File: config.mk
export PLATFORM = sky130hd
export DESIGN_NAME = jc3d_ctrl
export DESIGN_NICKNAME = d
export VERILOG_FILES = /design/src/sv/jc3d_pkg.sv /design/src/sv/jc3d_ctrl.sv
export SDC_FILE = /design/constraint.sdc
export NUM_CORES = 1
export LEC_CHECK = 0
export ABC_AREA = 0
export BUFFER_PORTS_ARGS = -buffer_cell sky130_fd_sc_hd__buf_4
export CORE_MARGIN = 2
export CORE_UTILIZATION = 60
export CTS_CLUSTER_DIAMETER = 50
export DETAILED_ROUTE_END_ITERATION = 8
export PLACE_DENSITY = 0.93
export SETUP_SLACK_MARGIN = 0.02
export SYNTH_ARGS = -nofsm -noshare
export SYNTH_HDL_FRONTEND = slang
export SYNTH_SLANG_ARGS = --single-unit
File: constraint.sdc
create_clock -name i_clk -period 7 [get_ports i_clk]
set_input_delay 0.7 -clock i_clk [delete_from_list [all_inputs] [get_ports i_clk]]
set_output_delay 0.7 -clock i_clk [all_outputs]
set_load 0.02 [all_outputs]
File: src/sv/jc3d_pkg.sv
// Shared types and constants for the 3D Jacobi stencil block.
`timescale 1ns / 1ps
package jc3d_pkg;

    localparam int MAX_X_DEF = 64;
    localparam int MAX_Y_DEF = 64;
    localparam int MAX_Z_DEF = 1024;

    localparam int DIMXY_W = 7;
    localparam int DIMZ_W  = 11;
    localparam int WORD_W  = 32;
    localparam int RSUM_W  = 64;
    localparam int CIDX_W  = 3;

    localparam logic [CIDX_W-1:0] CFG_DIM_X  = 3'd0;
    localparam logic [CIDX_W-1:0] CFG_DIM_Y  = 3'd1;
    localparam logic [CIDX_W-1:0] CFG_DIM_Z  = 3'd2;
    localparam logic [CIDX_W-1:0] CFG_COEF_X = 3'd3;
    localparam logic [CIDX_W-1:0] CFG_COEF_Y = 3'd4;
    localparam logic [CIDX_W-1:0] CFG_COEF_Z = 3'd5;
    localparam logic [CIDX_W-1:0] CFG_SCALE  = 3'd6;

    // which neighbor a plane read fetches
    typedef enum logic [2:0] {
        RT_C, RT_XA, RT_XB, RT_YA, RT_YB, RT_Z
    } t_rtag;

    // multiplier operations, in issue order
    typedef enum logic [3:0] {
        OP_SXC, OP_SYC, OP_SZC, OP_LX, OP_LY, OP_LZ, OP_MLO, OP_MHI, OP_SQ
    } t_mop;

    typedef struct packed {
        logic  capture;
        logic  rd_en;
        t_rtag rd_tag;
        logic  mul_en;
        t_mop  mul_op;
        logic  rnd_en;
        logic  out_load;
        logic  wr_en;
        logic  clr_acc;
    } t_cmd;

endpackage

File: src/sv/jc3d_ctrl.sv
// Sequencer: grid position, item state machine and datapath commands.
`timescale 1ns / 1ps
module jc3d_ctrl #(
    parameter int MAX_X = 64,
    parameter int MAX_Y = 64,
    parameter int MAX_Z = 1024
) (
    input  logic                                i_clk,
    input  logic                                i_rst_n,
    input  logic [$clog2(MAX_X+1)-1:0]          i_dx,
    input  logic [$clog2(MAX_Y+1)-1:0]          i_dy,
    input  logic [$clog2(MAX_Z+1)-1:0]          i_dz,
    input  logic                                i_restart,
    input  logic                                i_s_valid,
    output logic                                o_s_ready,
    input  logic                                i_out_free,
    output jc3d_pkg::t_cmd                      o_cmd,
    output logic [$clog2(MAX_X*MAX_Y)-1:0]      o_idx,
    output logic                                o_cur_plane,
    output logic                                o_last
);
    import jc3d_pkg::*;

    localparam int XW  = $clog2(MAX_X);
    localparam int YW  = $clog2(MAX_Y);
    localparam int ZW  = $clog2(MAX_Z);
    localparam int XDW = $clog2(MAX_X+1);
    localparam int YDW = $clog2(MAX_Y+1);
    localparam int ZDW = $clog2(MAX_Z+1);
    localparam int IW  = $clog2(MAX_X*MAX_Y);
    localparam logic [3:0] RD_LAST  = 4'd5;
    localparam logic [3:0] MUL_LAST = 4'd10;
    localparam logic [3:0] ST_RND   = 4'd8;
    localparam logic [3:0] ST_SQ    = 4'd9;

    typedef enum logic [2:0] {S_IDLE, S_RD, S_MUL, S_OUT, S_WR} t_state;

    t_state          r_state;
    logic [3:0]      r_step;
    logic [XW-1:0]   r_x;
    logic [YW-1:0]   r_y;
    logic [ZW-1:0]   r_z;
    logic [IW-1:0]   r_idx;
    logic [IW-1:0]   r_row;
    logic            r_last;

    logic [XDW-1:0]  x_e;
    logic [YDW-1:0]  y_e;
    logic [ZDW-1:0]  z_e;
    logic            accept;
    logic            interior;
    logic            x_end;
    logic            y_end;
    logic            z_end;
    logic            last_pt;

    assign x_e = XDW'(r_x);
    assign y_e = YDW'(r_y);
    assign z_e = ZDW'(r_z);

    assign accept   = i_s_valid && (r_state == S_IDLE);
    assign interior = (z_e >= ZDW'(2)) && (x_e >= XDW'(1)) && (x_e <= i_dx - XDW'(2))
                      && (y_e >= YDW'(1)) && (y_e <= i_dy - YDW'(2));
    assign last_pt  = (x_e == i_dx - XDW'(2)) && (y_e == i_dy - YDW'(2))
                      && (z_e == i_dz - ZDW'(1));
    assign x_end    = (x_e == i_dx - XDW'(1));
    assign y_end    = (y_e == i_dy - YDW'(1));
    assign z_end    = (z_e == i_dz - ZDW'(1));

    always_ff @(posedge i_clk) begin
        if (!i_rst_n) begin
            r_state <= S_IDLE;
            r_step  <= '0;
            r_x     <= '0;
            r_y     <= '0;
            r_z     <= '0;
            r_idx   <= '0;
            r_row   <= '0;
            r_last  <= 1'b0;
        end else begin
            unique case (r_state)
                S_IDLE: begin
                    if (accept) begin
                        r_last  <= last_pt;
                        r_step  <= '0;
                        r_state <= interior ? S_RD : S_WR;
                    end
                end
                S_RD: begin
                    if (r_step == RD_LAST) begin
                        r_step  <= '0;
                        r_state <= S_MUL;
                    end else begin
                        r_step <= r_step + 4'd1;
                    end
                end
                S_MUL: begin
                    r_step <= r_step + 4'd1;
                    if (r_step == MUL_LAST) begin
                        r_state <= S_OUT;
                    end
                end
                S_OUT: begin
                    if (i_out_free) begin
                        r_state <= S_WR;
                    end
                end
                S_WR: begin
                    r_state <= S_IDLE;
                end
                default: r_state <= S_IDLE;
            endcase
            // position: restart wins over the raster advance
            if (i_restart) begin
                r_x   <= '0;
                r_y   <= '0;
                r_z   <= '0;
                r_idx <= '0;
                r_row <= '0;
            end else if (r_state == S_WR) begin
                if (x_end) begin
                    r_x <= '0;
                    if (y_end) begin
                        r_y   <= '0;
                        r_row <= '0;
                        r_idx <= '0;
                        r_z   <= z_end ? '0 : r_z + ZW'(1);
                    end else begin
                        r_y   <= r_y + YW'(1);
                        r_row <= r_row + IW'(MAX_X);
                        r_idx <= r_row + IW'(MAX_X);
                    end
                end else begin
                    r_x   <= r_x + XW'(1);
                    r_idx <= r_idx + IW'(1);
                end
            end
        end
    end

    always_comb begin
        o_cmd         = '0;
        o_cmd.capture = accept;
        o_cmd.clr_acc = i_restart;
        unique case (r_state)
            S_IDLE: ;
            S_RD: begin
                o_cmd.rd_en  = 1'b1;
                o_cmd.rd_tag = t_rtag'(r_step[2:0]);
            end
            S_MUL: begin
                if (r_step <= 4'd7) begin
                    o_cmd.mul_en = 1'b1;
                    o_cmd.mul_op = t_mop'(r_step);
                end else if (r_step == ST_RND) begin
                    o_cmd.rnd_en = 1'b1;
                end else if (r_step == ST_SQ) begin
                    o_cmd.mul_en = 1'b1;
                    o_cmd.mul_op = OP_SQ;
                end
            end
            S_OUT: o_cmd.out_load = i_out_free;
            S_WR: begin
                o_cmd.wr_en   = 1'b1;
                o_cmd.clr_acc = i_restart || (x_end && y_end && z_end);
            end
            default: ;
        endcase
    end

    assign o_s_ready   = (r_state == S_IDLE);
    assign o_idx       = r_idx;
    assign o_cur_plane = r_z[0];
    assign o_last      = r_last;

    a_interior_reads: assert property (@(posedge i_clk) disable iff (!i_rst_n)
        (accept && interior) |=> (r_state == S_RD))
        else $error("interior point did not start neighbor reads");
    a_restart_origin: assert property (@(posedge i_clk) disable iff (!i_rst_n)
        i_restart |=> (r_x == '0 && r_y == '0 && r_z == '0 && r_idx == '0))
        else $error("restart did not return to grid origin");
    a_pos_range: assert property (@(posedge i_clk) disable iff (!i_rst_n)
        (x_e < i_dx) && (y_e < i_dy) && (z_e < i_dz))
        else $error("grid position outside dimensions");
    a_out_hold: assert property (@(posedge i_clk) disable iff (!i_rst_n)
        (r_state == S_OUT && !i_out_free) |=> (r_state == S_OUT))
        else $error("result left before output register was free");

endmodule

==> results of run 1 <==
through the flow:
step / util / hold slack, ns
finish: 0.698 / 0.447
global route: 0.698 / 0.471
detailed placement: 0.681 / 0.436
global placement: 0.681 / 0.422
floorplan: - / 0.408
CTS: 0.698 / 0.448
where the power goes:
| group | internal (uW) | total, uW | switching, uW | leakage, uW |
|---|---|---|---|---|
| clock network | 107 | 214 | 107 | 0.0000585 |
| registers | 318 | 337 | 19.2 | 0.000435 |
| logic | 89.9 | 234 | 144 | 0.00141 |
| total | 515 | 784 | 269 | 0.00190 |
worst min-delay path by stage:
stage | start | endpoint | slack [ns] | depth (start not counted)
2_1_floorplan | r_row[0]$_SDFFE_PP0P_ | r_row[0]$_SDFFE_PP0P_ | 0.41 | 2
3_3_place_gp | r_row[0]$_SDFFE_PP0P_ | r_row[0]$_SDFFE_PP0P_ | 0.42 | 2
3_5_place_dp | r_row[0]$_SDFFE_PP0P_ | r_row[0]$_SDFFE_PP0P_ | 0.44 | 2
4_1_cts | r_row[0]$_SDFFE_PP0P_ | r_row[0]$_SDFFE_PP0P_ | 0.45 | 2
5_1_grt | r_row[0]$_SDFFE_PP0P_ | r_row[0]$_SDFFE_PP0P_ | 0.47 | 2
6_report | r_row[0]$_SDFFE_PP0P_ | r_row[0]$_SDFFE_PP0P_ | 0.45 | 2
logic make-up after synthesis:
group                      Yosys count
AOI/OAI and AO/OA                   97
and+or+nand+nor                    241
adders and majority gates           33
muxes                                1
DFF                                 54
xor gates and xnor gates            50
buffers and inverters               49
sequential cells by signal (all words and copies together) (netlist names):
name     count
r_x          6
r_z         10
r_step       4
o_last       1
o_idx       12
r_state      3
r_row       12
r_y          6
layer usage:
metal,wire [microns],GRT usage,vias to the layer above,share of wire
li1,-,-,1986,-
met1,4570,0.356,1904,0.45
met4,187,0.0895,0,0.018
met5,0,0,-,0
met3,552,0.0313,21,0.054
met2,4840,0.457,141,0.48
final cells by class:
class	instances	area (sq um)	area share
multi-input cells	422	2880	0.611
flip-flops and latches	54	1080	0.229
clock buffers	5	68.8	0.0146
well taps	80	100	0.0212
clock inverters	3	43.8	0.00928
repair buffers	59	443	0.0939
inverters	26	97.6	0.0207
placed cells by master (no fill, tap or decap), types with 12 or more instances in the layout:
master	instances
a21oi_1	18
and3_1	15
buf_4	59
dfxtp_1	54
ha_1	33
inv_1	26
nand2_1	44
nand3_1	23
nand4_1	13
nor2_1	50
nor2b_1	12
nor3_1	17
o21ai_0	15
xnor2_1	28
xor2_1	22
worst max-delay path, cell delays in order:
cell,delay [ns]
buf_4,0.14
inv_1,0.10
ha_1,0.22
a21boi_0,0.35
a21boi_0,0.24
o21bai_1,0.15
a2111oi_4,0.63
nand2_4,0.21
o21bai_1,0.21
buf_4,0.16
synthesized netlist by cell type (2+ instances only):
library cell,n,share of area
nand2_1,44,0.040
buf_4,2,0.0036
a21oi_1,18,0.022
o211ai_1,3,0.0054
nand2b_1,5,0.0075
buf_6,2,0.0054
a221o_1,2,0.0048
xnor2_1,28,0.059
inv_1,26,0.023
o221a_2,2,0.0054
o31ai_1,7,0.013
a21boi_0,3,0.0054
and2_1,8,0.012
o21ai_0,15,0.018
nand4b_1,2,0.0042
xor2_1,22,0.046
a31oi_1,8,0.012
and4b_1,2,0.0048
o311ai_0,2,0.0042
o21a_1,6,0.011
nor2b_1,12,0.018
ha_1,33,0.099
a221oi_1,2,0.0042
a211oi_1,3,0.0054
nor3b_1,5,0.0090
nand3b_1,7,0.013
o22ai_1,3,0.0045
o21bai_1,2,0.0036
or3_1,6,0.0090
nor2_1,50,0.045
and4_1,2,0.0042
clkbuf_1,17,0.015
dfxtp_1,54,0.26
or2_2,6,0.0090
nor3_1,17,0.020
and3b_1,2,0.0042
and3_1,15,0.022
nand4_1,13,0.019
nor4_1,9,0.013
nand3_1,23,0.028
a32oi_1,8,0.017
a22oi_1,5,0.0090
or4_1,3,0.0054
==> metrics.txt, run 1 <==
status=completed; first-pass GRT wire length=17000 microns; dpl cell area=4600 sq um; routed vias=4052; Die X=87.4 microns; fin area=4720 sq um; num ports=59; commonest register cell after synthesis=dfxtp_1; Cell Area, Synth=4170 sq um; Antenna diodes=0; Max Clock Skew=0.0175 ns; Pre-Repair DR Iteration Count=5; Worst R2R Start=r_state[1]$_SDFFE_PN0P_; gpl congestion=0.981; critical path peak fanout=13; grt ovf=0; type of origin of the critical path=input pin; Pwr per Cell Area=166 nW/um^2; mean routed wirelength per cell=15.6 microns; CP Launch Point=i_dx[2]; Vias/cell=6.24; die area=7640 sq um; Design Power=784 uW; H-tree depth=2; final worst slack=3.19 ns; initial core utilization=0.617; vias in the first global route=3846; clock-pin transition on the worst setup and hold timing paths=0.09 ns; final wirelength=10200 microns; Place WS=3.21 ns; row count=30; Iteration-0 DRC Markers=269; Port Buf Inserts=58; Critical Path AT=3.11 ns; RSZ-0062 raised after global routing=no; Syn Inst Count=525; Net Count, Synth=588; initial antenna violation count=0; Worst Setup End Kind=output port; worst vdd ir=0.0982 mV; Non-Filler Instances=649; CP endpoint=o_cmd[0]; required time of the critical path=6.30 ns; GRT Util Overall=0.270; FF+latch count, synth=54; Worst Reg-to-Reg Cells=6; Mean Syn Cell Area=7.95 sq um; compound-gate portion of the synthesized area=0.166; largest family of logic cells by synthesized area=simple AND/OR/NAND/NOR gates; reg-to-reg endpoint=r_z[6]$_SDFFE_PP0P_; core footprint=6760 sq um; Reg2Reg Setup Slack=4.15 ns; adder-cell area share of the yosys netlist=0.0990; Slew Limit Fails=0; fraction of layout cells with a size suffix above 1=0.146; final worst path period share=0.544; NumNets Final=631; HP Class=reg -> reg; mux contribution to synthesized area=0.00240; DRC violation count after routing=0; asr flop ratio synth=0; Clock Latency Late Sink=0.32 ns; Final Hold Vio Count=0; Hold Buf Count CTS=0; Pleak=0.00190 uW; Clock Path Buffers=2; Fill cells=534; postcts setup bufs=0; CTS Sinks=54; Post-synth EDFFs=0; antenna viol nets, final=0; Layout area overhead=13.1%; Synth Area in Simple Gates=0.319; Yosys cell types=64; post-DP HPWL=7560 microns; worst rel slew slack=0.452; Post-Synth XOR/XNOR Area=0.105; Final setup viols=0; setup total negative slack=0 ns; CTS tree=yes; min Tclk post-route=3.81 ns; post_cts resized=0; largest net degree at the start of global routing=24; actual slew at the worst max-slew pin=0.815 ns; Die H=87.4 microns; Max-Cap Viols=0; synth warn=0; Seq/Total Area, Yosys=0.259; Cell Count Post-Placement=641; fmax=263 MHz; TritonCTS Buffers=5; Root Driver=clkbuf_8; critical path class=in -> out
Power figures use the tool's default switching activity.
==> run 2, diff against run 1 <==
--- a/config.mk
+++ b/config.mk
@@ -8,10 +8,10 @@
 export ABC_AREA = 0
 export BUFFER_PORTS_ARGS = -buffer_cell sky130_fd_sc_hd__buf_4
 export CORE_MARGIN = 2
-export CORE_UTILIZATION = 60
+export CORE_UTILIZATION = 58
 export CTS_CLUSTER_DIAMETER = 50
 export DETAILED_ROUTE_END_ITERATION = 8
-export PLACE_DENSITY = 0.93
+export PLACE_DENSITY = 0.91
 export SETUP_SLACK_MARGIN = 0.02
 export SYNTH_ARGS = -nofsm -noshare
 export SYNTH_HDL_FRONTEND = slang
==> constraint.sdc (replaced) <==
create_clock -name i_clk -period 3.85 [get_ports i_clk]
set_input_delay 0.385 -clock i_clk [delete_from_list [all_inputs] [get_ports i_clk]]
set_output_delay 0.385 -clock i_clk [all_outputs]
set_load 0.02 [all_outputs]
==> metrics.txt, run 2 (synthesis gave the netlist of run 1 again) <==
Slowest cell on crit path=a21boi_0 (was a2111oi_4); Worst Reg-to-Reg Cells=7 (was 6); Pleak=0.00190 uW (about the same); Max-Cap Viols=0 (unchanged); min Tclk post-route=3.11 ns; H-tree depth=2 (unchanged); RSZ-0062 raised after global routing=no (unchanged); Hold Buf Count CTS=0 (unchanged); NumNets Final=633 (was 631); wire length on met3=545 microns (was 552 microns); Non-Filler Instances=667 (was 649); Critical Path Max Stage Delay=0.40 ns (was 0.63 ns); post_cts resized=0 (unchanged); worst rel slew slack=0.484 (was 0.452); Final Hold Vio Count=0 (unchanged); type of origin of the critical path=input pin (unchanged); Iteration-0 DRC Markers=220 (was 269); Clock Path Buffers=2 (unchanged); Final setup viols=0 (unchanged); initial core utilization=0.607 (was 0.617); Cell Count Post-Placement=659 (was 641); setup total negative slack=0 ns (unchanged); die area=7890 sq um (was 7640 sq um); worst vdd ir=0.188 mV (was 0.0982 mV); cell mode on critical path=buf_4; most frequent cells in the layout=buf_4, dfxtp_1, nor2_1, nand2_1, ha_1 (unchanged); Worst R2R Start=r_x[0]$_SDFFE_PP0P_ (was r_state[1]$_SDFFE_PN0P_); gpl congestion=0.932 (was 0.981); mean routed wirelength per cell=15.5 microns (was 15.6 microns); Slew Limit Fails=0 (unchanged); clock-pin transition on the worst setup and hold timing paths=0.10 ns (was 0.09 ns); Pre-Repair DR Iteration Count=5 (unchanged); Root Driver=clkbuf_8 (unchanged); commonest non-fill, non-tap cell in the layout=buf_4 (unchanged); M1 wire length=4630 microns (was 4570 microns); multi-input gate area in the final layout=2880 sq um (unchanged); Pwr per Cell Area=291 nW/um^2 (was 166 nW/um^2); CP Launch Point=i_dx[1] (was i_dx[2]); CTS Sinks=54 (unchanged); Max Clock Skew=0.00263 ns (was 0.0175 ns); CP Cell Sequence=buf_4 -> inv_1 -> ha_1 -> a21boi_0 -> a21boi_0 -> o21bai_1 -> a2111oi_4 -> buf_4 -> nand2_4 -> o21bai_1 -> buf_4 (was buf_4 -> inv_1 -> ha_1 -> a21boi_0 -> a21boi_0 -> o21bai_1 -> a2111oi_4 -> nand2_4 -> o21bai_1 -> buf_4); Register Area=1080 sq um (unchanged); initial antenna violation count=0 (unchanged); critical path class=in -> out (unchanged); actual slew at the worst max-slew pin=0.773 ns (was 0.815 ns); core footprint=6870 sq um (was 6760 sq um); TritonCTS Buffers=5 (unchanged); CTS tree=yes (unchanged); Port Buf Inserts=58 (unchanged); Hold Crit Depth=2 (unchanged); Layout area overhead=13.4% (was 13.1%); HP Class=in -> reg (was reg -> reg); grt ovf=0 (unchanged); largest net degree at the start of global routing=21 (was 24); fraction of layout cells with a size suffix above 1=0.147 (was 0.146); required time of the critical path=3.46 ns (was 6.30 ns); DR top layer=met4 (unchanged); DRC violation count after routing=0 (unchanged); GRT Util Overall=0.266 (was 0.270); Die X=88.8 microns (was 87.4 microns); critical path peak fanout=13 (unchanged); Clock Latency Late Sink=0.31 ns (was 0.32 ns); postcts setup bufs=0 (unchanged); Die H=88.8 microns (was 87.4 microns); Critical Path AT=2.73 ns (was 3.11 ns); status=completed (unchanged); Min-Delay Startpoint=i_rst_n (was r_row[0]$_SDFFE_PP0P_); num ports=59 (unchanged); Vias/cell=6.05 (was 6.24); row count=30 (unchanged); WL met2=5010 microns (was 4840 microns); Antenna diodes=0 (unchanged); Fill cells=577 (was 534); Worst Setup End Kind=output port (unchanged); post-DP HPWL=7830 microns (was 7560 microns); final wirelength=10300 microns (was 10200 microns); routed vias=4033 (was 4052); vias in the first global route=3712 (was 3846); first-pass GRT wire length=16800 microns (was 17000 microns); fmax=321 MHz; final worst path period share=0.808; antenna viol nets, final=0 (unchanged)
run 2: changes by cell type in the layout (fill, tap and decap cells not counted):
cell	previous run	this run
clkbuf_8	5	6
buf_4	59	61
inv_6	1	0
clkbuf_1	0	1
bufinv_16	1	0
run 2: worst paths after layout:
check | end | slack [ns]
worst max-delay path | o_cmd[0] | 0.74
worst min-delay path | r_step[1]$_SDFFE_PN0P_ | 0.36
worst max register to register | r_z[6]$_SDFFE_PP0P_ | 1.12
worst min register to register | r_row[2]$_SDFFE_PP0P_ | 0.46
run 2: layout make-up:
| class | count | share of cell area |
|---|---|---|
| tap | 96 | 0.0254 |
| multi-input combinational | 422 | 0.609 |
| inverter | 26 | 0.0206 |
| clock inverter | 1 | 0.00106 |
| clock buffer | 7 | 0.0182 |
| timing repair buffer | 61 | 0.0968 |
| sequential | 54 | 0.229 |
run 2: metrics by stage:
| step | area [sq um] | utilization | worst slack, ns | power [uW] | hold WS [ns] |
|---|---|---|---|---|---|
| 2_1_floorplan | 4170 | - | 1.03 | 909 | 0.408 |
| 3_3_place_gp | 4640 | 0.675 | 0.893 | 1030 | 0.420 |
| 3_5_place_dp | 4640 | 0.675 | 0.755 | 1050 | 0.439 |
| 4_1_cts | 4730 | 0.689 | 0.738 | 1370 | 0.357 |
| 5_1_grt | 4730 | 0.689 | 0.466 | 1450 | 0.353 |
| 6_report | 4730 | 0.689 | 0.739 | 1380 | 0.364 |
run 2: critical path, delay by kind of cell:
family | cells | cell delay, ns
AOI/OAI and AO/OA | 5 | 1.34
adders and majority gates | 1 | 0.24
buffers and inverters | 4 | 0.62
and+or+nand+nor | 1 | 0.12
run 2: where the power goes:
group	leakage, uW	total [uW]	internal, uW	switching [uW]
sequential	0.000435	613	578	35.2
combinational	0.00142	429	168	261
clock	0.0000482	334	146	189
run 2: routing by layer:
layer	up-vias	GRT usage
li1	1985	-
met1	1905	0.344
met2	126	0.467
met3	17	0.0382
met4	0	0.0647
met5	-	0
